===== config.mk =====
export PLATFORM = sky130hd
export DESIGN_NAME = bus_decode_exclusive_monitor_unit
export DESIGN_NICKNAME = d
export VERILOG_FILES = /design/src/sv/bdem_pkg.sv /design/src/sv/bdem_seg_table.sv /design/src/sv/bdem_resv_table.sv /design/src/sv/bdem_cmp.sv /design/src/sv/bus_decode_exclusive_monitor_unit.sv
export SDC_FILE = /design/constraint.sdc
export NUM_CORES = 2
export LEC_CHECK = 0
export BUFFER_PORTS_ARGS = -buffer_cell sky130_fd_sc_hd__buf_4
export CAP_MARGIN = 20
export CORE_MARGIN = 3
export CORE_UTILIZATION = 67
export DETAILED_ROUTE_END_ITERATION = 16
export GPL_ROUTABILITY_DRIVEN = 0
export GPL_TIMING_DRIVEN = 0
export PLACE_DENSITY_LB_ADDON = 0.12
export SYNTH_ARGS = -nofsm -noshare
export SYNTH_HDL_FRONTEND = slang
export SYNTH_SLANG_ARGS = --single-unit

===== constraint.sdc =====
create_clock -name clk -period 53.6 [get_ports clk]
set_input_delay 10.72 -clock clk [delete_from_list [all_inputs] [get_ports clk]]
set_output_delay 10.72 -clock clk [all_outputs]
set_load 0.02 [all_outputs]

===== src/sv/bdem_pkg.sv =====
package bdem_pkg;

  // default sizes of the tables
  localparam int SEGMENTS_DEF = 16;
  localparam int PORTS_DEF    = 16;
  localparam int RESV_DEF     = 8;

  // field widths
  localparam int OP_W    = 3;
  localparam int ADDR_W  = 32;
  localparam int DATA_W  = 32;
  localparam int SIZE_W  = 2;
  localparam int ID_W    = 8;
  localparam int PORT_W  = 4;
  localparam int ENTRY_W = 4;
  localparam int ACT_W   = 5;

  // request codes
  localparam logic [OP_W-1:0] OP_LOAD_SEG = 3'd0;
  localparam logic [OP_W-1:0] OP_READ     = 3'd1;
  localparam logic [OP_W-1:0] OP_WRITE    = 3'd2;
  localparam logic [OP_W-1:0] OP_LL       = 3'd3;
  localparam logic [OP_W-1:0] OP_SC       = 3'd4;

  typedef struct packed {
    logic [OP_W-1:0]    op;
    logic [ADDR_W-1:0]  addr;
    logic [DATA_W-1:0]  data;
    logic [SIZE_W-1:0]  access_size;
    logic [ID_W-1:0]    master_id;
    logic [PORT_W-1:0]  target_port;
    logic [ENTRY_W-1:0] entry_index;
  } req_t;

  typedef struct packed {
    logic               fwd_valid;
    logic               fwd_write;
    logic [PORT_W-1:0]  fwd_port;
    logic [ADDR_W-1:0]  fwd_addr;
    logic [DATA_W-1:0]  fwd_data;
    logic [SIZE_W-1:0]  fwd_size;
    logic               decode_error;
    logic               sc_failed;
  } rsp_t;

  typedef struct packed {
    logic [ADDR_W-1:0] base;
    logic [ADDR_W-1:0] limit;
    logic [PORT_W-1:0] port;
  } seg_entry_t;

  typedef struct packed {
    logic [ADDR_W-1:0] addr;
    logic [ID_W-1:0]   owner;
  } resv_entry_t;

  // flags from the shared address comparator
  typedef struct packed {
    logic below;
    logic above;
    logic equal;
  } cmp_res_t;

endpackage


===== src/sv/bdem_seg_table.sv =====
module bdem_seg_table import bdem_pkg::*; #(
  parameter int SEGMENTS = SEGMENTS_DEF,
  localparam int IW = (SEGMENTS > 1) ? $clog2(SEGMENTS) : 1
) (
  input  logic          clk,
  input  logic          wr_en,
  input  logic [IW-1:0] wr_idx,
  input  seg_entry_t    wr_entry,
  input  logic [IW-1:0] rd_idx,
  output seg_entry_t    rd_entry
);

  seg_entry_t mem [SEGMENTS];

  // one write port, one registered read port
  always_ff @(posedge clk) begin
    if (wr_en) begin
      mem[wr_idx] <= wr_entry;
    end
    rd_entry <= mem[rd_idx];
  end

endmodule


===== src/sv/bdem_resv_table.sv =====
module bdem_resv_table import bdem_pkg::*; #(
  parameter int RESERVATIONS = RESV_DEF,
  localparam int RW = (RESERVATIONS > 1) ? $clog2(RESERVATIONS) : 1
) (
  input  logic                    clk,
  input  logic                    rst,
  input  logic                    wr_en,
  input  logic                    clr_en,
  input  logic [RW-1:0]           wr_idx,
  input  resv_entry_t             wr_entry,
  input  logic [RW-1:0]           rd_idx,
  output resv_entry_t             rd_entry,
  output logic [RESERVATIONS-1:0] valid
);

  resv_entry_t mem [RESERVATIONS];

  // reservation storage, registered read
  always_ff @(posedge clk) begin
    if (wr_en) begin
      mem[wr_idx] <= wr_entry;
    end
    rd_entry <= mem[rd_idx];
  end

  // valid flags, cleared by reset
  always_ff @(posedge clk) begin
    if (rst) begin
      valid <= '0;
    end else if (wr_en) begin
      valid[wr_idx] <= 1'b1;
    end else if (clr_en) begin
      valid[wr_idx] <= 1'b0;
    end
  end

endmodule


===== src/sv/bdem_cmp.sv =====
module bdem_cmp import bdem_pkg::*; (
  input  logic [ADDR_W-1:0] key,
  input  logic [ADDR_W-1:0] lo_bound,
  input  logic [ADDR_W-1:0] hi_bound,
  output cmp_res_t          res
);

  // address against a range, and equality against the low bound
  always_comb begin
    res.below = key < lo_bound;
    res.above = key > hi_bound;
    res.equal = key == lo_bound;
  end

endmodule


===== src/sv/bus_decode_exclusive_monitor_unit.sv =====
// channel   signals                          payload
// req       req_valid / req_ready            req   (req_t)
// rsp       rsp_valid / rsp_ready            rsp   (rsp_t)
// cfg       cfg_wr_en, cfg_wr_data           active_segments, no read-back
//
// a segment load or unknown code goes straight to the result; read and write first
// binary search the segment table, one probe per table read (one table read a cycle)
// after a segment hit, load-linked and store-conditional then scan the reservation
// table one entry a cycle through the same comparator
// the next request is taken once the result sits in the output register
// rst is synchronous; it clears reservations, the victim pointer and the register
module bus_decode_exclusive_monitor_unit import bdem_pkg::*; #(
  parameter int SEGMENTS     = SEGMENTS_DEF,
  parameter int PORTS        = PORTS_DEF,
  parameter int RESERVATIONS = RESV_DEF
) (
  input  logic             clk,
  input  logic             rst,
  input  logic             cfg_wr_en,
  input  logic [ACT_W-1:0] cfg_wr_data,
  input  logic             req_valid,
  output logic             req_ready,
  input  req_t             req,
  output logic             rsp_valid,
  input  logic             rsp_ready,
  output rsp_t             rsp
);

  localparam int IW  = (SEGMENTS > 1) ? $clog2(SEGMENTS) : 1;
  localparam int CW  = $clog2(SEGMENTS + 1);
  localparam int RW  = (RESERVATIONS > 1) ? $clog2(RESERVATIONS) : 1;
  localparam int RCW = $clog2(RESERVATIONS + 1);

  typedef enum logic [1:0] {ST_IDLE, ST_SEARCH, ST_SCAN, ST_DONE} state_t;

  state_t             state;
  logic [ACT_W-1:0]   active_segments;
  req_t               cur;
  rsp_t               res;
  logic [CW-1:0]      lo;
  logic [CW-1:0]      hn;
  logic [IW-1:0]      mid;
  logic [PORT_W-1:0]  slot_port;
  logic [RCW-1:0]     scan_cnt;
  logic               cmp_pend;
  logic [RW-1:0]      cmp_idx;
  logic               free_found;
  logic [RW-1:0]      free_idx;
  logic [RW-1:0]      victim;

  logic               accept;
  logic [CW-1:0]      seg_count;
  logic [8:0]         load_idx9;
  logic               seg_wr_en;
  seg_entry_t         seg_wr_entry;
  seg_entry_t         seg_rd;
  logic [CW-1:0]      lo_nx;
  logic [CW-1:0]      hn_nx;
  logic [CW:0]        mid_sum;
  logic [IW-1:0]      mid_nx;
  logic               search_more;
  logic [ADDR_W-1:0]  cmp_lo;
  logic [ADDR_W-1:0]  cmp_hi;
  cmp_res_t           cmp_res;
  logic               seg_hit;
  logic [RW-1:0]      scan_idx;
  logic               scan_match;
  logic               scan_end;
  logic               owner_ok;
  logic               resv_wr_en;
  logic               resv_clr_en;
  logic [RW-1:0]      resv_wr_idx;
  resv_entry_t        resv_wr_entry;
  resv_entry_t        resv_rd;
  logic [RESERVATIONS-1:0] resv_valid;

  // forwarded result for the current request
  function automatic rsp_t fwd_rsp(input req_t r, input logic [PORT_W-1:0] port);
    rsp_t o;
    o              = '0;
    o.fwd_valid    = 1'b1;
    o.fwd_write    = (r.op == OP_WRITE) || (r.op == OP_SC);
    o.fwd_port     = port;
    o.fwd_addr     = r.addr;
    o.fwd_data     = o.fwd_write ? r.data : '0;
    o.fwd_size     = r.access_size;
    return o;
  endfunction

  // decode miss result
  function automatic rsp_t miss_rsp(input logic [OP_W-1:0] op);
    rsp_t o;
    o              = '0;
    o.decode_error = 1'b1;
    o.sc_failed    = (op == OP_SC);
    return o;
  endfunction

  // store-conditional refused for lack of a matching reservation owned by its master
  function automatic rsp_t refused_rsp();
    rsp_t o;
    o           = '0;
    o.sc_failed = 1'b1;
    return o;
  endfunction

  // handshake and segment load
  always_comb begin
    req_ready = (state == ST_IDLE);
    accept    = req_valid && req_ready;
    if (9'(active_segments) >= 9'(SEGMENTS)) begin
      seg_count = CW'(SEGMENTS);
    end else begin
      seg_count = CW'(active_segments);
    end
    load_idx9          = 9'(req.entry_index);
    seg_wr_en          = accept && (req.op == OP_LOAD_SEG) &&
                         (load_idx9 < 9'(SEGMENTS)) &&
                         (7'(req.target_port) < 7'(PORTS));
    seg_wr_entry.base  = req.addr;
    seg_wr_entry.limit = req.data;
    seg_wr_entry.port  = req.target_port;
  end

  // shared comparator operands
  always_comb begin
    if (state == ST_SCAN) begin
      cmp_lo = resv_rd.addr;
      cmp_hi = resv_rd.addr;
    end else begin
      cmp_lo = seg_rd.base;
      cmp_hi = seg_rd.limit;
    end
  end

  bdem_cmp u_cmp (
    .key      (cur.addr),
    .lo_bound (cmp_lo),
    .hi_bound (cmp_hi),
    .res      (cmp_res)
  );

  // binary search step: narrow the bounds and pick the next probe
  always_comb begin
    seg_hit = !cmp_res.below && !cmp_res.above;
    lo_nx   = lo;
    hn_nx   = hn;
    if (state == ST_IDLE) begin
      lo_nx = '0;
      hn_nx = seg_count;
    end else if (cmp_res.below) begin
      hn_nx = CW'(mid);
    end else begin
      lo_nx = CW'(mid) + CW'(1);
    end
    mid_sum     = (CW+1)'(lo_nx) + (CW+1)'(hn_nx) - (CW+1)'(1);
    mid_nx      = IW'(mid_sum[CW:1]);
    search_more = lo_nx < hn_nx;
  end

  bdem_seg_table #(.SEGMENTS(SEGMENTS)) u_seg (
    .clk      (clk),
    .wr_en    (seg_wr_en),
    .wr_idx   (load_idx9[IW-1:0]),
    .wr_entry (seg_wr_entry),
    .rd_idx   (mid_nx),
    .rd_entry (seg_rd)
  );

  // reservation scan and update
  always_comb begin
    scan_idx   = scan_cnt[RW-1:0];
    scan_match = cmp_pend && resv_valid[cmp_idx] && cmp_res.equal;
    scan_end   = scan_match || (scan_cnt == RCW'(RESERVATIONS));
    owner_ok   = resv_rd.owner == cur.master_id;

    resv_wr_en          = (state == ST_SCAN) && scan_end && (cur.op == OP_LL);
    resv_clr_en         = (state == ST_SCAN) && scan_match && owner_ok &&
                          (cur.op == OP_SC);
    resv_wr_entry.addr  = cur.addr;
    resv_wr_entry.owner = cur.master_id;
    if (scan_match) begin
      resv_wr_idx = cmp_idx;
    end else if (free_found) begin
      resv_wr_idx = free_idx;
    end else begin
      resv_wr_idx = victim;
    end
  end

  bdem_resv_table #(.RESERVATIONS(RESERVATIONS)) u_resv (
    .clk      (clk),
    .rst      (rst),
    .wr_en    (resv_wr_en),
    .clr_en   (resv_clr_en),
    .wr_idx   (resv_wr_idx),
    .wr_entry (resv_wr_entry),
    .rd_idx   (scan_idx),
    .rd_entry (resv_rd),
    .valid    (resv_valid)
  );

  // sequencer and output register
  always_ff @(posedge clk) begin
    if (rst) begin
      state           <= ST_IDLE;
      active_segments <= '0;
      victim          <= '0;
      rsp_valid       <= 1'b0;
      cmp_pend        <= 1'b0;
      free_found      <= 1'b0;
      scan_cnt        <= '0;
    end else begin
      if (cfg_wr_en) begin
        active_segments <= cfg_wr_data;
      end
      if (rsp_valid && rsp_ready && (state != ST_DONE)) begin
        rsp_valid <= 1'b0;
      end

      unique case (state)
        ST_IDLE: begin
          if (accept) begin
            cur <= req;
            lo  <= lo_nx;
            hn  <= hn_nx;
            mid <= mid_nx;
            case (req.op) inside
              OP_READ, OP_WRITE, OP_LL, OP_SC: begin
                if (search_more) begin
                  state <= ST_SEARCH;
                end else begin
                  res   <= miss_rsp(req.op);
                  state <= ST_DONE;
                end
              end
              default: begin
                res   <= '0;
                state <= ST_DONE;
              end
            endcase
          end
        end

        ST_SEARCH: begin
          if (seg_hit) begin
            slot_port <= seg_rd.port;
            if ((cur.op == OP_LL) || (cur.op == OP_SC)) begin
              scan_cnt   <= '0;
              cmp_pend   <= 1'b0;
              free_found <= 1'b0;
              state      <= ST_SCAN;
            end else begin
              res   <= fwd_rsp(cur, seg_rd.port);
              state <= ST_DONE;
            end
          end else if (search_more) begin
            lo  <= lo_nx;
            hn  <= hn_nx;
            mid <= mid_nx;
          end else begin
            res   <= miss_rsp(cur.op);
            state <= ST_DONE;
          end
        end

        ST_SCAN: begin
          if (scan_end) begin
            cmp_pend <= 1'b0;
            if (cur.op == OP_LL) begin
              res <= fwd_rsp(cur, slot_port);
              if (!scan_match && !free_found) begin
                if (victim == RW'(RESERVATIONS - 1)) begin
                  victim <= '0;
                end else begin
                  victim <= victim + RW'(1);
                end
              end
            end else if (scan_match && owner_ok) begin
              res <= fwd_rsp(cur, slot_port);
            end else begin
              res <= refused_rsp();
            end
            state <= ST_DONE;
          end else begin
            cmp_pend <= 1'b1;
            cmp_idx  <= scan_idx;
            scan_cnt <= scan_cnt + RCW'(1);
            if (!free_found && !resv_valid[scan_idx]) begin
              free_found <= 1'b1;
              free_idx   <= scan_idx;
            end
          end
        end

        ST_DONE: begin
          if (!rsp_valid || rsp_ready) begin
            rsp       <= res;
            rsp_valid <= 1'b1;
            state     <= ST_IDLE;
          end
        end

        default: begin
          state <= ST_IDLE;
        end
      endcase
    end
  end

endmodule

# ---- Yosys cells after proc, flatten, opt, wreduce, memory -nomap -nowiden
# Memories as Yosys holds them, arrays and structs flattened. A register that Yosys moved wholly into a read port is not among the register bits.
# Index checks and enable logic that the tools add are counted.
dict set report totals {
  n_memories 2
  ramBits 1408
  input_bits 95
  out_inout_bits 76
  elab_cells 195
  reg_bits 274
}
dict set report classes {
  eq_ne 27
  order_cmp 8
  n_reduce_logical 45
  bitwise_logic 5
  n_addsub 5
  n_mux 68
}
# name words width rd rd_ports_with_merged_regs write_ports line_no
set mem_list {}
lappend mem_list {u_seg.mem 16 68 1 1 1 bdem_seg_table.sv:13} ;# seg_entry_t mem [SEGMENTS];
lappend mem_list {u_resv.mem 8 40 1 1 1 bdem_resv_table.sv:16} ;# resv_entry_t mem [RESERVATIONS];
# operator n
set ops {}
lappend ops {{two-way mux 74 bit} 9}
lappend ops {{one-hot mux 74 bit (3 select lines)} 1}
lappend ops {{two-way mux 32 bit} 3}
lappend ops {{two-way mux 5 bit} 11}
lappend ops {{== test 32 bit} 1}
lappend ops {{greater-than comparator 32 bit} 1}
lappend ops {{< comparator 32 bit} 1}
lappend ops {{two-way mux 4 bit} 6}
lappend ops {{one-hot mux 5 bit (2 select lines)} 2}
lappend ops {{logical AND 1 bit} 16}
lappend ops {{two-way mux 1 bit} 16}
lappend ops {{two-way mux 8 bit} 2}
lappend ops {{!= test 2 bit, second input constant} 8}
lappend ops {{one-hot mux 4 bit (2 select lines)} 2}
lappend ops {{AND reduction 4 bit} 4}
lappend ops {{AND reduction 3 bit} 5}
lappend ops {{two-way mux 2 bit} 7}
lappend ops {{== test 3 x 2 -> 1 bit, second input constant} 4}
lappend ops {{< comparator 3 x 4 -> 1 bit, second input constant} 3}
lappend ops {{AND reduction 5 bit} 2}
lappend ops {{== test 3 bit, second input constant} 3}
lappend ops {{two-way mux 3 bit} 3}
lappend ops {{!= test 3 bit, second input constant} 3}
lappend ops {{bitwise AND 8 bit} 1}
lappend ops {{29 further kinds} 44}

# ---- Logic depth before layout (Yosys ltp)
dict set report depth {
  ltp_word 13
  ltp_mapped 27
  depth_no_buf 22
}

# ---- By module
# Synthesis repeated with hierarchy kept, for this count alone.
dict set report unflattened {
  hier_cells 3285
  hier_area_um2 67813.8
}
# mod cells_each area_per_inst_um2 seq_area_each_um2 instances
set modules_own_cells {}
lappend modules_own_cells {bdem_seg_table 1750 41979.0 34032.6 1}
lappend modules_own_cells {bdem_resv_table 554 13485.4 10570.1 1}
lappend modules_own_cells {bus_decode_exclusive_monitor_unit 755 10760.3 7817.5 1}
lappend modules_own_cells {bdem_cmp 226 1589.0 0.0 1}

# ---- Worst setup path after synthesis
# Ideal clock, no wire load.
dict set report synth_timing {
  kind {input port to flip-flop}
  start {input req[83] (netlist bit)}
  end {register res[0] (netlist bit), enable pin}
  setup_slack_ns 29.832
  required_time_ns 52.700
  stages 6
  path_buffers 0
  arrival_ns 22.869
  setup_ns 0.900
  cell_sequence {nor2_1 -> xor2_1 -> o21ai_0 -> a21oi_1 -> nand2_1 -> a2111oi_0}
}
dict set report synth_via {
  elab_chain_cells 4
  word_cells_on_any_way 7
  cone_classes {5 x eq/ne; 2 x reduce/logical}
}
# item line_no
set synth_rtl {}
lappend synth_rtl {{start, declared} bus_decode_exclusive_monitor_unit.sv:23} ;# input req_t req,
lappend synth_rtl {{== test 3 x 1 -> 1 bit (no source line), or another cell as far along} -}
lappend synth_rtl {{OR reduction 4 bit (*)} bus_decode_exclusive_monitor_unit.sv:228} ;# case (req.op) inside
lappend synth_rtl {{!= test 3 bit (no source line) (*)} -}
lappend synth_rtl {{AND reduction 7 bit (no source line) (*)} -}
lappend synth_rtl {{end signal, assigned} bus_decode_exclusive_monitor_unit.sv:233} ;# res <= miss_rsp(req.op);
lappend synth_rtl {{end signal, assigned} bus_decode_exclusive_monitor_unit.sv:254} ;# res <= fwd_rsp(cur, seg_rd.port);
lappend synth_rtl {{end signal, assigned} bus_decode_exclusive_monitor_unit.sv:262} ;# res <= miss_rsp(cur.op);
lappend synth_rtl {{end, declared} bus_decode_exclusive_monitor_unit.sv:39} ;# rsp_t res;
# Mark *: on every way between the ends. The rest lies on a longest branch, timed or not.
# A chain may end at the register's enable or synchronous reset.

# ---- Final worst setup path
dict set report layout_timing {
  start {input req_valid}
  end {memory u_seg.mem[12][41] (netlist bit), enable pin}
}
dict set report layout_via {
  elab_chain_cells 4
}
# item line_no
set layout_rtl {}
lappend layout_rtl {{start, declared} bus_decode_exclusive_monitor_unit.sv:21} ;# input logic req_valid,
lappend layout_rtl {{logical AND 1 bit} bus_decode_exclusive_monitor_unit.sv:110} ;# accept = req_valid && req_ready;
lappend layout_rtl {{logical AND 1 bit} bus_decode_exclusive_monitor_unit.sv:117} ;# seg_wr_en = accept && (req.op == OP_LOAD_SEG) &&
lappend layout_rtl {{two-way mux 1 bit} bdem_seg_table.sv:17} ;# if (wr_en) begin
lappend layout_rtl {{two-way mux 1 bit (not written as such)} bdem_seg_table.sv:18} ;# mem[wr_idx] <= wr_entry;
lappend layout_rtl {{end, declared} bdem_seg_table.sv:13}
# Every way passes these cells.

==> flow_summary.yaml <==
floorplanning:
  floorplan.die_area_um2: 105000
  num_io_pins: 171
  design.core.area_um2: 100000
  rows: 116
  floorplan.die.width_um: 324
  die_height_um: 324
  initial_core_util_pct: 67.7
logic_synthesis:
  yosysWarningCount: 0
  synthesis.nets: 3445
  synth.lib_cells_used.distinct: 64
  yosys_reg_bits: 1790
  count_of_flip_flops_with_a_built_in_enable_after_synthesis: 1657
  synth-async-reset-ratio_pct: 0
  syn-cell-area_um2: 67800
  synth-seq-area-share_pct: 77.4
  synthTopCellsByArea: "sky130_fd_sc_hd__edfxtp_1 (73%), sky130_fd_sc_hd__mux4_2 (12%), sky130_fd_sc_hd__dfxtp_1 (3.9%)"
  postSynthCellCount: 3266
  synth.top_cell.area_share_pct: 73.4
  syn_avg_cell_area_um2: 20.7
  synth_top_flop_cell: "sky130_fd_sc_hd__edfxtp_1"
  synth_area_leader_cell: "sky130_fd_sc_hd__edfxtp_1"
clock_tree:
  ctsHoldBuffers: 0
  cts_tree: "yes"
  cts.sinks: 1790
  cts.htree.levels: 4
  cts_root_buffer: "sky130_fd_sc_hd__clkbuf_16"
  worstSkewPairLatency_ns: 0.77
  cts_resized: 0
  cts.clk_slew.worst_paths_ns: 0.05
  postCtsSetupRepairBufs: 0
  cts_buffers: 172
  clock_tree.buffer_depth: 3
setup_path:
  timing.setup.critical_path_class: "input port to flip-flop"
  critical_path.cell_chain: "buf_4 > nand2_1 > nor4_1 > nand3_1 > nor3_2 > buf_6 > buf_8 > buf_6 > buf_8 > buf_6"
  timing.critical_path.slowest_cell_delay_ns: 0.75
  worstPathArrival_ns: 13.84
  cell_depth_of_the_worst_flop_to_flop_path: 25
  critical_path_buf_inv_count: 6
  critPathCaptureType: "flip-flop"
  critical_path.max_fanout: 10
  worst-r2r-setup-slack_ns: 44.05
  worst_path_most_repeated_cell: "sky130_fd_sc_hd__buf_6"
  crit_path_start_kind: "input port"
  crit_slowest_cell: "sky130_fd_sc_hd__nor4_1"
  timing.rr.start: "state[0]"
  critical_path.top_delay_family: "simple AND/OR/NAND/NOR gates"
  critical_path_required_ns: 54.04
  rr_endpoint: "u_seg.rd_entry[38]"
timing:
  slew_viol_final: 0
  timing.clock.skew_ns: 0.0330
  worst_slew_pin_slew_ns: 1.22
  period_minus_slack_ns: 13.40
  timing.final.hold_violations: 0
  max_freq_ghz: 0.0746
  finalSetupViolCount: 0
  post-route-worst-setup-slack_ns: 40.20
  layout_worst_path_cycle_share_pct: 25.0
  setup_repair_after_global_routing_missed_its_margin: "false"
  max_slew_margin_pct: 18.8
  timing.setup.tns_ns: 0
cells_and_area:
  final_cell_count_no_fill: 5173
  nNetsFinal: 3902
  areaGrowthSynthToFinish_pct: 15.2
  postLayoutCoreUtil_pct: 77.9
  drive_gt1_share_pct: 25.4
global_routing:
  grt_remaining_overflow: 0
  grtUsageMet3_pct: 7.39
  grt_util_met1_pct: 44.1
  grt.met2_usage_pct: 50.3
  first_pass_grt_wire_length_um: 236000
  grt_start_max_net_pins: 29
  grtUsageTotal_pct: 31.6
  grt_pass1_vias: 35514
  top_usage_layer: "met2"
  antenna_found_initial: 11
min_path:
  hold_path_depth: 0
  worst_min_delay_path_class: "flip-flop to flip-flop"
  hold_path_startpoint: "res[0]"
  endpoint_of_the_worst_hold_timing_path: "rsp[0]"
outcome:
  run_status: "finished, final reports clean"
routing:
  detailroute.via_count: 34704
  drt_iter0_markers: 4980
  drc: 0
  wl_um: 162000
  routedWlPerCell_um: 31.3
  firstDrtPassIters: 7
  route.detailed.vias_per_inst: 6.71
  postRouteAntennaNets: 0
placed_design:
  io_port_bufs: 169
  placedCellCount: 4838
  dp_slack_ns: 39.51
  dp_hpwl_um: 108000
flow_run:
  timing.max_cap.violations: 0
worst max-delay path by stage:
stage                                   end  startpoint  slack (ns)  depth (start not counted)
after global routing                res[35]     req[83]       40.00                         14
after CTS                 u_seg.mem[12][41]   req_valid       40.29                         10
after floorplan                      res[0]     req[83]       29.83                          6
final                     u_seg.mem[12][41]   req_valid       40.20                         10
after global placement              res[35]     req[83]       21.07                          7
after detailed placement            res[34]     req[83]       39.51                         14
kinds of logic (layout without fill, tap and decap cells):
logic type / after synthesis / after routing / synth area share [%]
buffers and inverters: 185 / 787 / 1.11
muxes: 479 / 479 / 13.7
and+or+nand+nor: 453 / 453 / 3.32
AOI/OAI and AO/OA: 261 / 261 / 2.74
other: 0 / 7 / 0
adders and majority gates: 84 / 84 / 1.56
DFF: 1790 / 1790 / 77.4
xor gates and xnor gates: 14 / 14 / 0.181
through the flow:
step | area [um^2] | hold WS, ns
3_3_place_gp | 70700 | 0.401
2_1_floorplan | 67800 | 0.400
5_1_grt | 78000 | 0.426
4_1_cts | 77900 | 0.417
6_report | 78100 | 0.418
3_5_place_dp | 72500 | 0.405
sequential cells by signal, indices dropped and copies added, names as in the netlist, 4 cells and up, named ones only:
name / flops
mid: 4
u_seg.rd_entry: 68
u_seg.mem: 1088
hn: 5
slot_port: 4
u_resv.rd_entry: 40
active_segments: 5
cur: 77
scan_cnt: 4
res: 74
u_resv.mem: 320
lo: 5
rsp: 74
Yosys cell counts (43+ instances only):
cell	number
sky130_fd_sc_hd__mux4_2	356
sky130_fd_sc_hd__mux2_2	43
sky130_fd_sc_hd__nand2_1	169
sky130_fd_sc_hd__nor2_1	53
sky130_fd_sc_hd__a211oi_1	70
sky130_fd_sc_hd__clkbuf_1	99
sky130_fd_sc_hd__mux2i_1	80
sky130_fd_sc_hd__ha_1	83
sky130_fd_sc_hd__edfxtp_1	1657
sky130_fd_sc_hd__a31oi_1	68
sky130_fd_sc_hd__dfxtp_1	133
sky130_fd_sc_hd__and2_1	131
per-layer routing:
metal	wire, um	vias up
li1	-	14281
met1	60200	17906
met2	79200	2211
met3	17100	298
met4	5210	8
met5	61	-
cells in the final DEF (no fill, tap or decap), drive strengths merged, types with 4 or more instances in the layout:
master	Yosys	final
a211oi	72	72
a21o	13	13
a21oi	29	29
a221oi	5	5
a22oi	4	4
a31oi	69	69
and2	134	134
and3	6	6
buf	53	336
bufinv	0	9
clkbuf	99	339
clkinv	1	57
clkinvlp	0	5
dfxtp	133	133
diode	0	7
edfxtp	1657	1657
ha	83	83
inv	32	41
mux2	43	43
mux2i	80	80
mux4	356	356
nand2	170	170
nand2b	8	8
nand3	19	19
nand4	21	21
nor2	54	54
nor2b	9	9
nor3	12	12
nor4	7	7
o211ai	4	4
o21a	24	24
o21ai	22	22
or2	5	5
xnor2	11	11
layout make-up:
class	count	area, um^2
antenna	7	17.5
buffer	152	632
clock buffer	240	4770
clock inverter	79	633
fill	4996	22100
inverter	33	124
multi-input combinational	1291	14800
sequential	1790	52400
tap	1298	1620
timing repair buffer	283	3060
Power is not shown: default switching activity piles up to over one toggle a cycle in this logic, so the estimate is an artifact.
